## config.mk

```make
export PLATFORM = sky130hd
export DESIGN_NAME = breakpoint_table_manager
export DESIGN_NICKNAME = d
export VERILOG_FILES = /design/src/btm_pkg.sv /design/src/btm_cell.sv /design/src/breakpoint_table_manager.sv
export SDC_FILE = /design/constraint.sdc
export NUM_CORES = 2
export LEC_CHECK = 0
export ABC_AREA = 1
export BUFFER_PORTS_ARGS = -buffer_cell sky130_fd_sc_hd__buf_2
export CORE_UTILIZATION = 30
export DETAILED_ROUTE_END_ITERATION = 16
export PLACE_DENSITY_LB_ADDON = 0.2
export SLEW_MARGIN = 30
export SYNTH_ARGS = -nofsm -noshare
export SYNTH_HDL_FRONTEND = slang
export SYNTH_SLANG_ARGS = --single-unit
```

## constraint.sdc

```tcl
create_clock -name clk -period 38.3 [get_ports clk]
set_input_delay 1.915 -clock clk [delete_from_list [all_inputs] [get_ports clk]]
set_output_delay 1.915 -clock clk [all_outputs]
set_load 0.03 [all_outputs]
```

## src/btm_pkg.sv

```systemverilog
// ============================================================================
// btm_pkg: shared types and constants for the breakpoint table
// Holds the transfer payload structs, the command and status codes, and the
// control word that travels down the chain of table cells.
// ============================================================================
`default_nettype none

package btm_pkg;

    localparam int ADDR_W = 24;
    localparam int WORD_W = 16;

    // Trap instruction written over a breakpoint, and its length in bytes.
    localparam logic [WORD_W-1:0] TRAP_OPCODE = 16'h4E41;
    localparam int                TRAP_LENGTH = 2;

    typedef enum logic [2:0] {
        OP_SET       = 3'd0,
        OP_CLEAR     = 3'd1,
        OP_CLEAR_ALL = 3'd2,
        OP_RESUME    = 3'd3,
        OP_ENTRY     = 3'd4
    } op_e;

    typedef enum logic [1:0] {
        ST_OK        = 2'd0,
        ST_FULL      = 2'd1,
        ST_NOT_FOUND = 2'd2
    } status_e;

    typedef struct packed {
        logic [2:0]        op;
        logic [ADDR_W-1:0] target_addr;
        logic [WORD_W-1:0] mem_word;
        logic [ADDR_W-1:0] cpu_pc;
        logic              trace_flag;
    } cmd_t;

    typedef struct packed {
        logic [1:0]        status;
        logic              write_valid;
        logic [ADDR_W-1:0] write_addr;
        logic [WORD_W-1:0] write_data;
        logic [ADDR_W-1:0] new_pc;
        logic              new_trace;
        logic              keep_running;
        logic              last;
    } rsp_t;

    // Control word of the command token moving through the cells.
    typedef struct packed {
        logic       valid;
        logic [2:0] op;
        logic       trace;
        logic       hit;
        logic       trap_hit;
        logic       drop_pend;
        logic       emitted;
    } tok_ctl_t;

endpackage

`default_nettype wire

```

## src/btm_cell.sv

```systemverilog
// ============================================================================
// btm_cell: one breakpoint slot of the table
// Holds one address and its saved instruction word, acts on the command token
// as it passes and hands the updated token to the next slot.
// ============================================================================
`default_nettype none

module btm_cell
    import btm_pkg::*;
#(
    parameter int AW    = 24,
    parameter int IDX_W = 4,
    parameter int INDEX = 0
)(
    input  logic              clk,
    input  logic              rst_n,
    input  logic              adv,
    input  logic              pend_valid,
    input  logic [IDX_W-1:0]  pend_idx,
    input  logic              later_used,
    input  tok_ctl_t          ctl_in,
    input  logic [AW-1:0]     addr_in,
    input  logic [AW-1:0]     pc_in,
    input  logic [WORD_W-1:0] word_in,
    input  logic [IDX_W-1:0]  idx_in,
    output tok_ctl_t          ctl_out,
    output logic [AW-1:0]     addr_out,
    output logic [AW-1:0]     pc_out,
    output logic [WORD_W-1:0] word_out,
    output logic [IDX_W-1:0]  idx_out,
    output logic              used,
    output logic              emit_valid,
    output rsp_t              emit
);

    logic [AW-1:0]     entry_reg;
    logic [AW-1:0]     entry_next;
    logic [WORD_W-1:0] saved_reg;
    logic              saved_we;
    tok_ctl_t          ctl_reg;
    tok_ctl_t          ctl_next;
    logic [AW-1:0]     addr_reg;
    logic [AW-1:0]     addr_next;
    logic [AW-1:0]     pc_reg;
    logic [WORD_W-1:0] word_reg;
    logic [WORD_W-1:0] word_next;
    logic [IDX_W-1:0]  idx_reg;
    logic [IDX_W-1:0]  idx_next;
    logic              match;
    logic              pend_here;

    assign used      = (entry_reg != '0);
    // A free slot holds zero, so address zero can never match.
    assign match     = used && (entry_reg == addr_in);
    assign pend_here = pend_valid && (pend_idx == IDX_W'(INDEX));

    always_comb
    begin
        ctl_next   = ctl_in;
        addr_next  = addr_in;
        word_next  = word_in;
        idx_next   = idx_in;
        entry_next = entry_reg;
        saved_we   = 1'b0;
        emit_valid = 1'b0;
        emit       = '0;
        if (ctl_in.valid)
        begin
            case (ctl_in.op)
                OP_SET:
                begin
                    if (!ctl_in.hit && (addr_in != '0) && !used)
                    begin
                        ctl_next.hit = 1'b1;
                        idx_next     = IDX_W'(INDEX);
                        entry_next   = addr_in;
                        saved_we     = 1'b1;
                    end
                end
                OP_CLEAR:
                begin
                    if (!ctl_in.hit && match)
                    begin
                        ctl_next.hit       = 1'b1;
                        idx_next           = IDX_W'(INDEX);
                        word_next          = saved_reg;
                        entry_next         = '0;
                        ctl_next.drop_pend = pend_here;
                    end
                end
                OP_CLEAR_ALL:
                begin
                    if (used)
                    begin
                        emit_valid        = 1'b1;
                        emit.status       = ST_OK;
                        emit.write_valid  = 1'b1;
                        emit.write_addr   = ADDR_W'(entry_reg);
                        emit.write_data   = saved_reg;
                        emit.new_pc       = ADDR_W'(pc_in);
                        emit.new_trace    = ctl_in.trace;
                        emit.keep_running = 1'b0;
                        emit.last         = !later_used;
                        entry_next        = '0;
                        ctl_next.emitted  = 1'b1;
                    end
                end
                OP_RESUME:
                begin
                    if (!ctl_in.hit && match)
                    begin
                        ctl_next.hit = 1'b1;
                        idx_next     = IDX_W'(INDEX);
                        word_next    = saved_reg;
                    end
                end
                OP_ENTRY:
                begin
                    if (used && (pc_in == entry_reg + AW'(TRAP_LENGTH)))
                    begin
                        ctl_next.trap_hit = 1'b1;
                    end
                    // The address field carries the pending slot's address on entry.
                    if (pend_here)
                    begin
                        addr_next = entry_reg;
                    end
                end
                default:
                begin
                end
            endcase
        end
    end

    always_ff @(posedge clk or negedge rst_n)
    begin
        if (!rst_n)
        begin
            entry_reg <= '0;
            ctl_reg   <= '0;
        end
        else if (adv)
        begin
            entry_reg <= entry_next;
            ctl_reg   <= ctl_next;
        end
    end

    always_ff @(posedge clk)
    begin
        if (adv)
        begin
            addr_reg <= addr_next;
            pc_reg   <= pc_in;
            word_reg <= word_next;
            idx_reg  <= idx_next;
        end
        if (adv && saved_we)
        begin
            saved_reg <= word_in;
        end
    end

    assign ctl_out  = ctl_reg;
    assign addr_out = addr_reg;
    assign pc_out   = pc_reg;
    assign word_out = word_reg;
    assign idx_out  = idx_reg;

endmodule

`default_nettype wire

```

## src/breakpoint_table_manager.sv

```systemverilog
// ============================================================================
// breakpoint_table_manager: software breakpoint table
// Keeps a table of breakpoint slots as a chain of cells. A command token
// walks the chain one slot per cycle unless rsp stalls it, each slot acting on
// it in turn; the chain end forms the result and updates re-arm bookkeeping.
// ============================================================================
//
//   Channel   Direction  Handshake            Payload
//   cmd       in         cmd_valid/cmd_stall  cmd_t: op, target_addr, mem_word,
//                                             cpu_pc, trace_flag
//   rsp       out        rsp_valid/rsp_stall  rsp_t: status, write request,
//                                             new_pc, new_trace, keep_running,
//                                             last
//
// A command's result is formed as its token leaves the chain after the head
// register and the ENTRIES slot cells, and is then registered on rsp; the
// next command is taken the cycle after the token leaves the chain, so one
// command is in the chain at a time. Clear all yields one transfer per used
// slot as the token passes, and a stall on rsp while a result waits holds the
// whole chain, table contents included. Reset clears every slot to free and
// drops the pending re-arm; the saved words need no reset.
`default_nettype none

module breakpoint_table_manager
    import btm_pkg::*;
#(
    parameter int ENTRIES   = 12,
    parameter int ADDR_BITS = 24
)(
    input  logic clk,
    input  logic rst_n,
    input  logic cmd_valid,
    output logic cmd_stall,
    input  cmd_t cmd,
    output logic rsp_valid,
    input  logic rsp_stall,
    output rsp_t rsp
);

    localparam int AW    = ADDR_BITS;
    localparam int IDX_W = (ENTRIES > 1) ? $clog2(ENTRIES) : 1;

    // Token links: index 0 is the head register, index k+1 the output of cell k.
    tok_ctl_t          ctl_link  [ENTRIES+1];
    logic [AW-1:0]     addr_link [ENTRIES+1];
    logic [AW-1:0]     pc_link   [ENTRIES+1];
    logic [WORD_W-1:0] word_link [ENTRIES+1];
    logic [IDX_W-1:0]  idx_link  [ENTRIES+1];

    logic [ENTRIES-1:0] used;
    logic [ENTRIES-1:0] later_used;
    logic [ENTRIES-1:0] emit_v;
    rsp_t               emit_arr [ENTRIES];

    // Head of the chain, loaded by a command transfer.
    tok_ctl_t          head_ctl_reg;
    tok_ctl_t          head_ctl_next;
    logic [AW-1:0]     head_addr_reg;
    logic [AW-1:0]     head_pc_reg;
    logic [WORD_W-1:0] head_word_reg;

    logic              busy_reg;
    logic              busy_next;
    logic              pend_valid_reg;
    logic              pend_valid_next;
    logic [IDX_W-1:0]  pend_idx_reg;
    logic [IDX_W-1:0]  pend_idx_next;
    logic              was_tracing_reg;
    logic              was_tracing_next;
    logic              rsp_valid_reg;
    logic              rsp_valid_next;
    rsp_t              rsp_reg;

    logic              cmd_acc;
    logic [AW-1:0]     cmd_target;
    logic [AW-1:0]     cmd_pc;
    logic              adv;
    logic              out_free;
    logic              need_out;
    logic              emit_any;
    rsp_t              emit_sel;
    rsp_t              fin;
    logic              fin_needed;
    tok_ctl_t          exit_ctl;
    logic [AW-1:0]     exit_addr;
    logic [AW-1:0]     exit_pc;
    logic [AW-1:0]     entry_pc;

    assign cmd_stall = busy_reg;
    assign cmd_acc   = cmd_valid && !cmd_stall;

    // Addresses are reduced to ADDR_BITS; resume with address zero uses the PC.
    assign cmd_pc     = AW'(cmd.cpu_pc);
    assign cmd_target = ((cmd.op == OP_RESUME) && (AW'(cmd.target_addr) == '0)) ?
                        cmd_pc : AW'(cmd.target_addr);

    always_comb
    begin
        head_ctl_next = head_ctl_reg;
        if (cmd_acc)
        begin
            head_ctl_next       = '0;
            head_ctl_next.valid = 1'b1;
            head_ctl_next.op    = cmd.op;
            head_ctl_next.trace = cmd.trace_flag;
        end
        else if (adv)
        begin
            head_ctl_next.valid = 1'b0;
        end
    end

    always_ff @(posedge clk or negedge rst_n)
    begin
        if (!rst_n)
        begin
            head_ctl_reg <= '0;
        end
        else
        begin
            head_ctl_reg <= head_ctl_next;
        end
    end

    always_ff @(posedge clk)
    begin
        if (cmd_acc)
        begin
            head_addr_reg <= cmd_target;
            head_pc_reg   <= cmd_pc;
            head_word_reg <= cmd.mem_word;
        end
    end

    assign ctl_link[0]  = head_ctl_reg;
    assign addr_link[0] = head_addr_reg;
    assign pc_link[0]   = head_pc_reg;
    assign word_link[0] = head_word_reg;
    assign idx_link[0]  = '0;

    // The slot cells. Each one sees whether any higher slot is in use, which
    // tells clear all whether its restore is the final transfer.
    for (genvar k = 0; k < ENTRIES; k++)
    begin : g_cell
        if (k == ENTRIES - 1)
        begin : g_top
            assign later_used[k] = 1'b0;
        end
        else
        begin : g_low
            assign later_used[k] = |used[ENTRIES-1:k+1];
        end

        btm_cell #(
            .AW    (AW),
            .IDX_W (IDX_W),
            .INDEX (k)
        ) u_cell (
            .clk        (clk),
            .rst_n      (rst_n),
            .adv        (adv),
            .pend_valid (pend_valid_reg),
            .pend_idx   (pend_idx_reg),
            .later_used (later_used[k]),
            .ctl_in     (ctl_link[k]),
            .addr_in    (addr_link[k]),
            .pc_in      (pc_link[k]),
            .word_in    (word_link[k]),
            .idx_in     (idx_link[k]),
            .ctl_out    (ctl_link[k+1]),
            .addr_out   (addr_link[k+1]),
            .pc_out     (pc_link[k+1]),
            .word_out   (word_link[k+1]),
            .idx_out    (idx_link[k+1]),
            .used       (used[k]),
            .emit_valid (emit_v[k]),
            .emit       (emit_arr[k])
        );
    end

    // Only one token is in flight, so at most one cell restores at a time.
    always_comb
    begin
        emit_sel = '0;
        for (int k = 0; k < ENTRIES; k++)
        begin
            if (emit_v[k])
            begin
                emit_sel = emit_arr[k];
            end
        end
    end
    assign emit_any = |emit_v;

    assign exit_ctl  = ctl_link[ENTRIES];
    assign exit_addr = addr_link[ENTRIES];
    assign exit_pc   = pc_link[ENTRIES];
    // After a trap the PC sits just past the trap word; back it up.
    assign entry_pc  = exit_ctl.trap_hit ? (exit_pc - AW'(TRAP_LENGTH)) : exit_pc;

    // Result of the token leaving the chain, and the re-arm bookkeeping.
    always_comb
    begin
        fin              = '0;
        fin.status       = ST_OK;
        fin.new_pc       = ADDR_W'(exit_pc);
        fin.new_trace    = exit_ctl.trace;
        fin.last         = 1'b1;
        fin_needed       = 1'b0;
        pend_valid_next  = pend_valid_reg;
        pend_idx_next    = pend_idx_reg;
        was_tracing_next = was_tracing_reg;
        if (exit_ctl.valid)
        begin
            fin_needed = 1'b1;
            case (exit_ctl.op)
                OP_SET:
                begin
                    if (exit_addr != '0)
                    begin
                        if (exit_ctl.hit)
                        begin
                            fin.write_valid = 1'b1;
                            fin.write_addr  = ADDR_W'(exit_addr);
                            fin.write_data  = TRAP_OPCODE;
                        end
                        else
                        begin
                            fin.status = ST_FULL;
                        end
                    end
                end
                OP_CLEAR:
                begin
                    if (exit_ctl.hit)
                    begin
                        fin.write_valid = 1'b1;
                        fin.write_addr  = ADDR_W'(exit_addr);
                        fin.write_data  = word_link[ENTRIES];
                        // A cleared slot must not be re-armed later.
                        if (exit_ctl.drop_pend)
                        begin
                            pend_valid_next = 1'b0;
                        end
                    end
                    else
                    begin
                        fin.status = ST_NOT_FOUND;
                    end
                end
                OP_CLEAR_ALL:
                begin
                    pend_valid_next = 1'b0;
                    if (exit_ctl.emitted)
                    begin
                        fin_needed = 1'b0;
                    end
                end
                OP_RESUME:
                begin
                    fin.new_pc = ADDR_W'(exit_addr);
                    if (exit_ctl.hit)
                    begin
                        pend_valid_next  = 1'b1;
                        pend_idx_next    = idx_link[ENTRIES];
                        was_tracing_next = exit_ctl.trace;
                        fin.write_valid  = 1'b1;
                        fin.write_addr   = ADDR_W'(exit_addr);
                        fin.write_data   = word_link[ENTRIES];
                        fin.new_trace    = 1'b1;
                    end
                    else
                    begin
                        pend_valid_next = 1'b0;
                    end
                end
                OP_ENTRY:
                begin
                    fin.new_pc    = ADDR_W'(entry_pc);
                    fin.new_trace = 1'b0;
                    if (pend_valid_reg)
                    begin
                        fin.write_valid  = 1'b1;
                        fin.write_addr   = ADDR_W'(exit_addr);
                        fin.write_data   = TRAP_OPCODE;
                        fin.keep_running = !was_tracing_reg;
                    end
                    pend_valid_next = 1'b0;
                end
                default:
                begin
                end
            endcase
        end
    end

    // The chain moves unless it has a result to hand over and rsp is full.
    assign out_free = !rsp_valid_reg || !rsp_stall;
    assign need_out = emit_any || fin_needed;
    assign adv      = !need_out || out_free;

    always_comb
    begin
        busy_next = busy_reg;
        if (cmd_acc)
        begin
            busy_next = 1'b1;
        end
        else if (exit_ctl.valid && adv)
        begin
            busy_next = 1'b0;
        end

        rsp_valid_next = rsp_valid_reg;
        if (adv && need_out)
        begin
            rsp_valid_next = 1'b1;
        end
        else if (!rsp_stall)
        begin
            rsp_valid_next = 1'b0;
        end
    end

    always_ff @(posedge clk or negedge rst_n)
    begin
        if (!rst_n)
        begin
            busy_reg        <= 1'b0;
            rsp_valid_reg   <= 1'b0;
            pend_valid_reg  <= 1'b0;
            pend_idx_reg    <= '0;
            was_tracing_reg <= 1'b0;
        end
        else
        begin
            busy_reg      <= busy_next;
            rsp_valid_reg <= rsp_valid_next;
            if (exit_ctl.valid && adv)
            begin
                pend_valid_reg  <= pend_valid_next;
                pend_idx_reg    <= pend_idx_next;
                was_tracing_reg <= was_tracing_next;
            end
        end
    end

    always_ff @(posedge clk)
    begin
        if (adv && need_out)
        begin
            rsp_reg <= emit_any ? emit_sel : fin;
        end
    end

    assign rsp_valid = rsp_valid_reg;
    assign rsp       = rsp_reg;

endmodule

`default_nettype wire

```

==> metrics <==
status=completed; first-pass GRT wire length=495,400 um; final setup violation count=0; worst rel slew slack=23.15%; H-tree Lvls=4; Fmax=0.1681 GHz; min Tclk post-route=5.950 ns; Distinct cells, synth=70; pin count of the biggest net entering global routing=105; Storage cell area=0.04408 mm2; GRT Total Usage=24.17%; skew final=0.06036 ns; Root Buffer=clkbuf_16; Fin. Hold Viols=0; Net Count, Synth=10,010; Initial Utilization=30.27%; Worst-Skew Late Latency=0.86 ns; ys async rst share=26.63%; TritonCTS Buffers=186; CTS sink count=1,536; cell taking the most area after synthesis=edfxtp_1; clock power share=20.1%; Row Count=193; largest cells by area after synthesis=edfxtp_1 (40%), nand2_1 (13%), dfrtp_1 (12%); DRC=0; Worst Tran Pin Value=1.141 ns; cts hold-fix bufs=0; area of the multi-input gates=0.03354 mm2; critical path type=register to register; Worst R2R Path Depth=15; mean cell area of the mapped netlist=8.463 um2; DP Wirelength=267,900 um; total wire length=346,500 um; layout cells sized above 1=8.355%; combinational power share=36.5%; peak supply drop=56.28 uV; Seq cells post-synth=1,536; GPL Wtd Cong=1.002; total gr overflow=0; Syn Inst Count=9,926; IO Pins=144; final antenna-violating net count=0; Hold Path Class=register to register; Syn-to-layout area delta=11.85%; post-CTS sizing=0; initial antenna violation count=15; setup bufs post-CTS=0; post-synth top area share=40.29%; Die Ht=531.2 um; YS warnings=0; Final Cycle Share=15.53%; max-slew violations=0; Post-Route Setup TNS=0 ns; die area=0.2821 mm2; initial DRC count=7,950; Via Count=70,330; cell area after synthesis=0.08400 mm2; CP startpoint kind=register; RSZ-0062 raised after global routing=no; MaxCap Viol Count=0; CP Data Required Time=38.82 ns; # nets final=9,945; clock tree from TritonCTS=done; clk buf depth=4; Hold Path Cell Cnt=0; P_leak=0.03914 uW; Psw=4046 uW; Pre-Repair DR Iteration Count=6; Critical Path End Type=register; routed length per placed instance=25.26 um; sw frac=45.96%; top_reg_cell synth=edfxtp_1; Seq pwr share=43.4%; Filler cells=28,850; WHS=0.4401 ns; Reg clk slew, reported paths=0.06 ns; PwrDens=93.69 mW/mm2; P_int=4757 uW; crit path DAT=6.47 ns; sequential area share after synthesis=52.47%; core area=0.2775 mm2; port bufs=143; DIE WIDTH=531.2 um; Worst Path Max Fanout=85; vias in the first global route=67,390; Post-synth EDFFs=1,127; vias per std cell=5.129
[routing by layer]
layer  track usage [%]  share of wire [%]  vias up
li1                  -                  -    32850
met4             9.721                4.7        6
met3             2.817                5.8      518
met1             32.24                 43    34290
met5                 0              0.011        -
met2             39.72                 47     2673
[critical path: stages (launching register included)]
cell and delay [ns]:
dfrtp_1 0.43, inv_1 0.18, nand4_1 0.16, nor2_1 0.21, nand3_2 0.30, nand2_2 0.12, buf_4 0.63, inv_2 0.09
nor3_2 0.35, nand4_1 0.28, nand2_8 0.61, buf_4 0.61, buf_4 0.81, nand2_1 0.19, nor4_2 0.20, buf_4 0.31
[final cells by class]
cell class                      instances  area share, %
Antenna cell                            3       0.007990
Clock buffer                          243          5.356
Multi-Input combinational cell       6759          35.70
Inverter                             1146          4.582
Sequential cell                      1536          46.91
Timing Repair Buffer                  231          1.526
Tap cell                             3705          4.934
Clock inverter                         91         0.9775
[cells in the final DEF (no fill, tap or decap), types with 28 or more instances in the layout]
cell type	netlist	routed
buf_4	11	80
inv_1	1047	1041
clkinv_2	1	33
xnor2_1	182	182
nand2_1	2862	2856
nand4_1	213	213
buf_2	135	142
o21ai_2	28	28
xor2_1	286	286
nand3_1	517	515
dfrtp_1	409	409
o21ai_1	201	202
clkbuf_16	0	189
nor3_1	173	173
nor4_1	123	121
edfxtp_1	1127	1127
a21oi_1	144	142
inv_2	77	79
clkinv_1	21	41
o21ai_0	938	937
o22ai_1	49	49
nor2_1	635	632
mux2_2	99	99
clkbuf_1	292	44
or2_2	61	61
[worst paths after layout]
| path | start | endpoint | slack [ns] |
|---|---|---|---|
| hold / removal | g_cell[2].u_cell.word_out[11] | g_cell[3].u_cell.saved_reg[11] | 0.44 |
| setup reg to reg | g_cell[11].u_cell.entry_reg[17] | g_cell[9].u_cell.saved_reg[11] | 32.35 |
| hold reg to reg | g_cell[2].u_cell.word_out[11] | g_cell[3].u_cell.saved_reg[11] | 0.44 |
| min in group asynchronous | rst_n | g_cell[8].u_cell.entry_reg[3] | 1.12 |
| max in group asynchronous | rst_n | g_cell[0].u_cell.entry_reg[10] | 35.06 |
| setup / recovery | g_cell[11].u_cell.entry_reg[17] | g_cell[9].u_cell.saved_reg[11] | 32.35 |
[cell usage after synthesis (7+ instances only)]
master / number
buf_2: 135
o221ai_1: 11
clkinv_1: 21
nor3_1: 173
nand2_1: 2862
nor3_2: 7
ha_1: 13
mux2_2: 99
inv_1: 1047
buf_6: 28
o211ai_1: 25
nand3_2: 12
xnor2_1: 182
dfrtp_1: 409
nand3b_1: 22
a211oi_1: 16
nor2_1: 635
o22ai_1: 49
or2_2: 61
nor2_2: 7
clkbuf_1: 292
inv_2: 77
buf_1: 17
a21oi_1: 144
nand2_2: 7
o2111ai_1: 22
o21ai_2: 28
a31oi_1: 19
o21ai_0: 938
buf_4: 11
nand4_1: 213
o21ai_1: 201
edfxtp_1: 1127
xor2_1: 286
nor3b_1: 14
nand3_1: 517
nor4_1: 123
[metrics by stage]
step | util, % | cells | power [uW] | cell area (um2) | worst slack [ns]
6_report | 33.86 | 13710 | 8803 | 93960 | 32.35
5_1_grt | 33.86 | 13710 | 9265 | 93950 | 31.98
4_1_cts | 33.85 | 13710 | 8800 | 93920 | 32.41
3_5_place_dp | 31.70 | 13380 | 7004 | 87970 | 32.42
3_3_place_gp | 31.67 | 13380 | 6993 | 87860 | 32.47
2_1_floorplan | - | 9926 | 5529 | 84000 | 25.55
[cell families after synthesis]
kind of cell / after synthesis / synth area share, %
adders and majority gates: 13 / 0.1936
AOI/OAI and AO/OA: 1490 / 9.522
xor gates and xnor gates: 471 / 4.960
and+or+nand+nor: 4685 / 23.72
buffers and inverters: 1631 / 7.793
muxes: 100 / 1.339
DFF: 1536 / 52.47
[power by group through the flow]
stage          combinational [uW]  clock [uW]  sequential [uW]
2_1_floorplan                2090           0             3430
3_3_place_gp                 3180           0             3820
3_5_place_dp                 3170           0             3830
4_1_cts                      3190        1810             3810
5_1_grt                      3510        1860             3890
6_report                     3210        1770             3820
(Power assumes the default switching activity.)
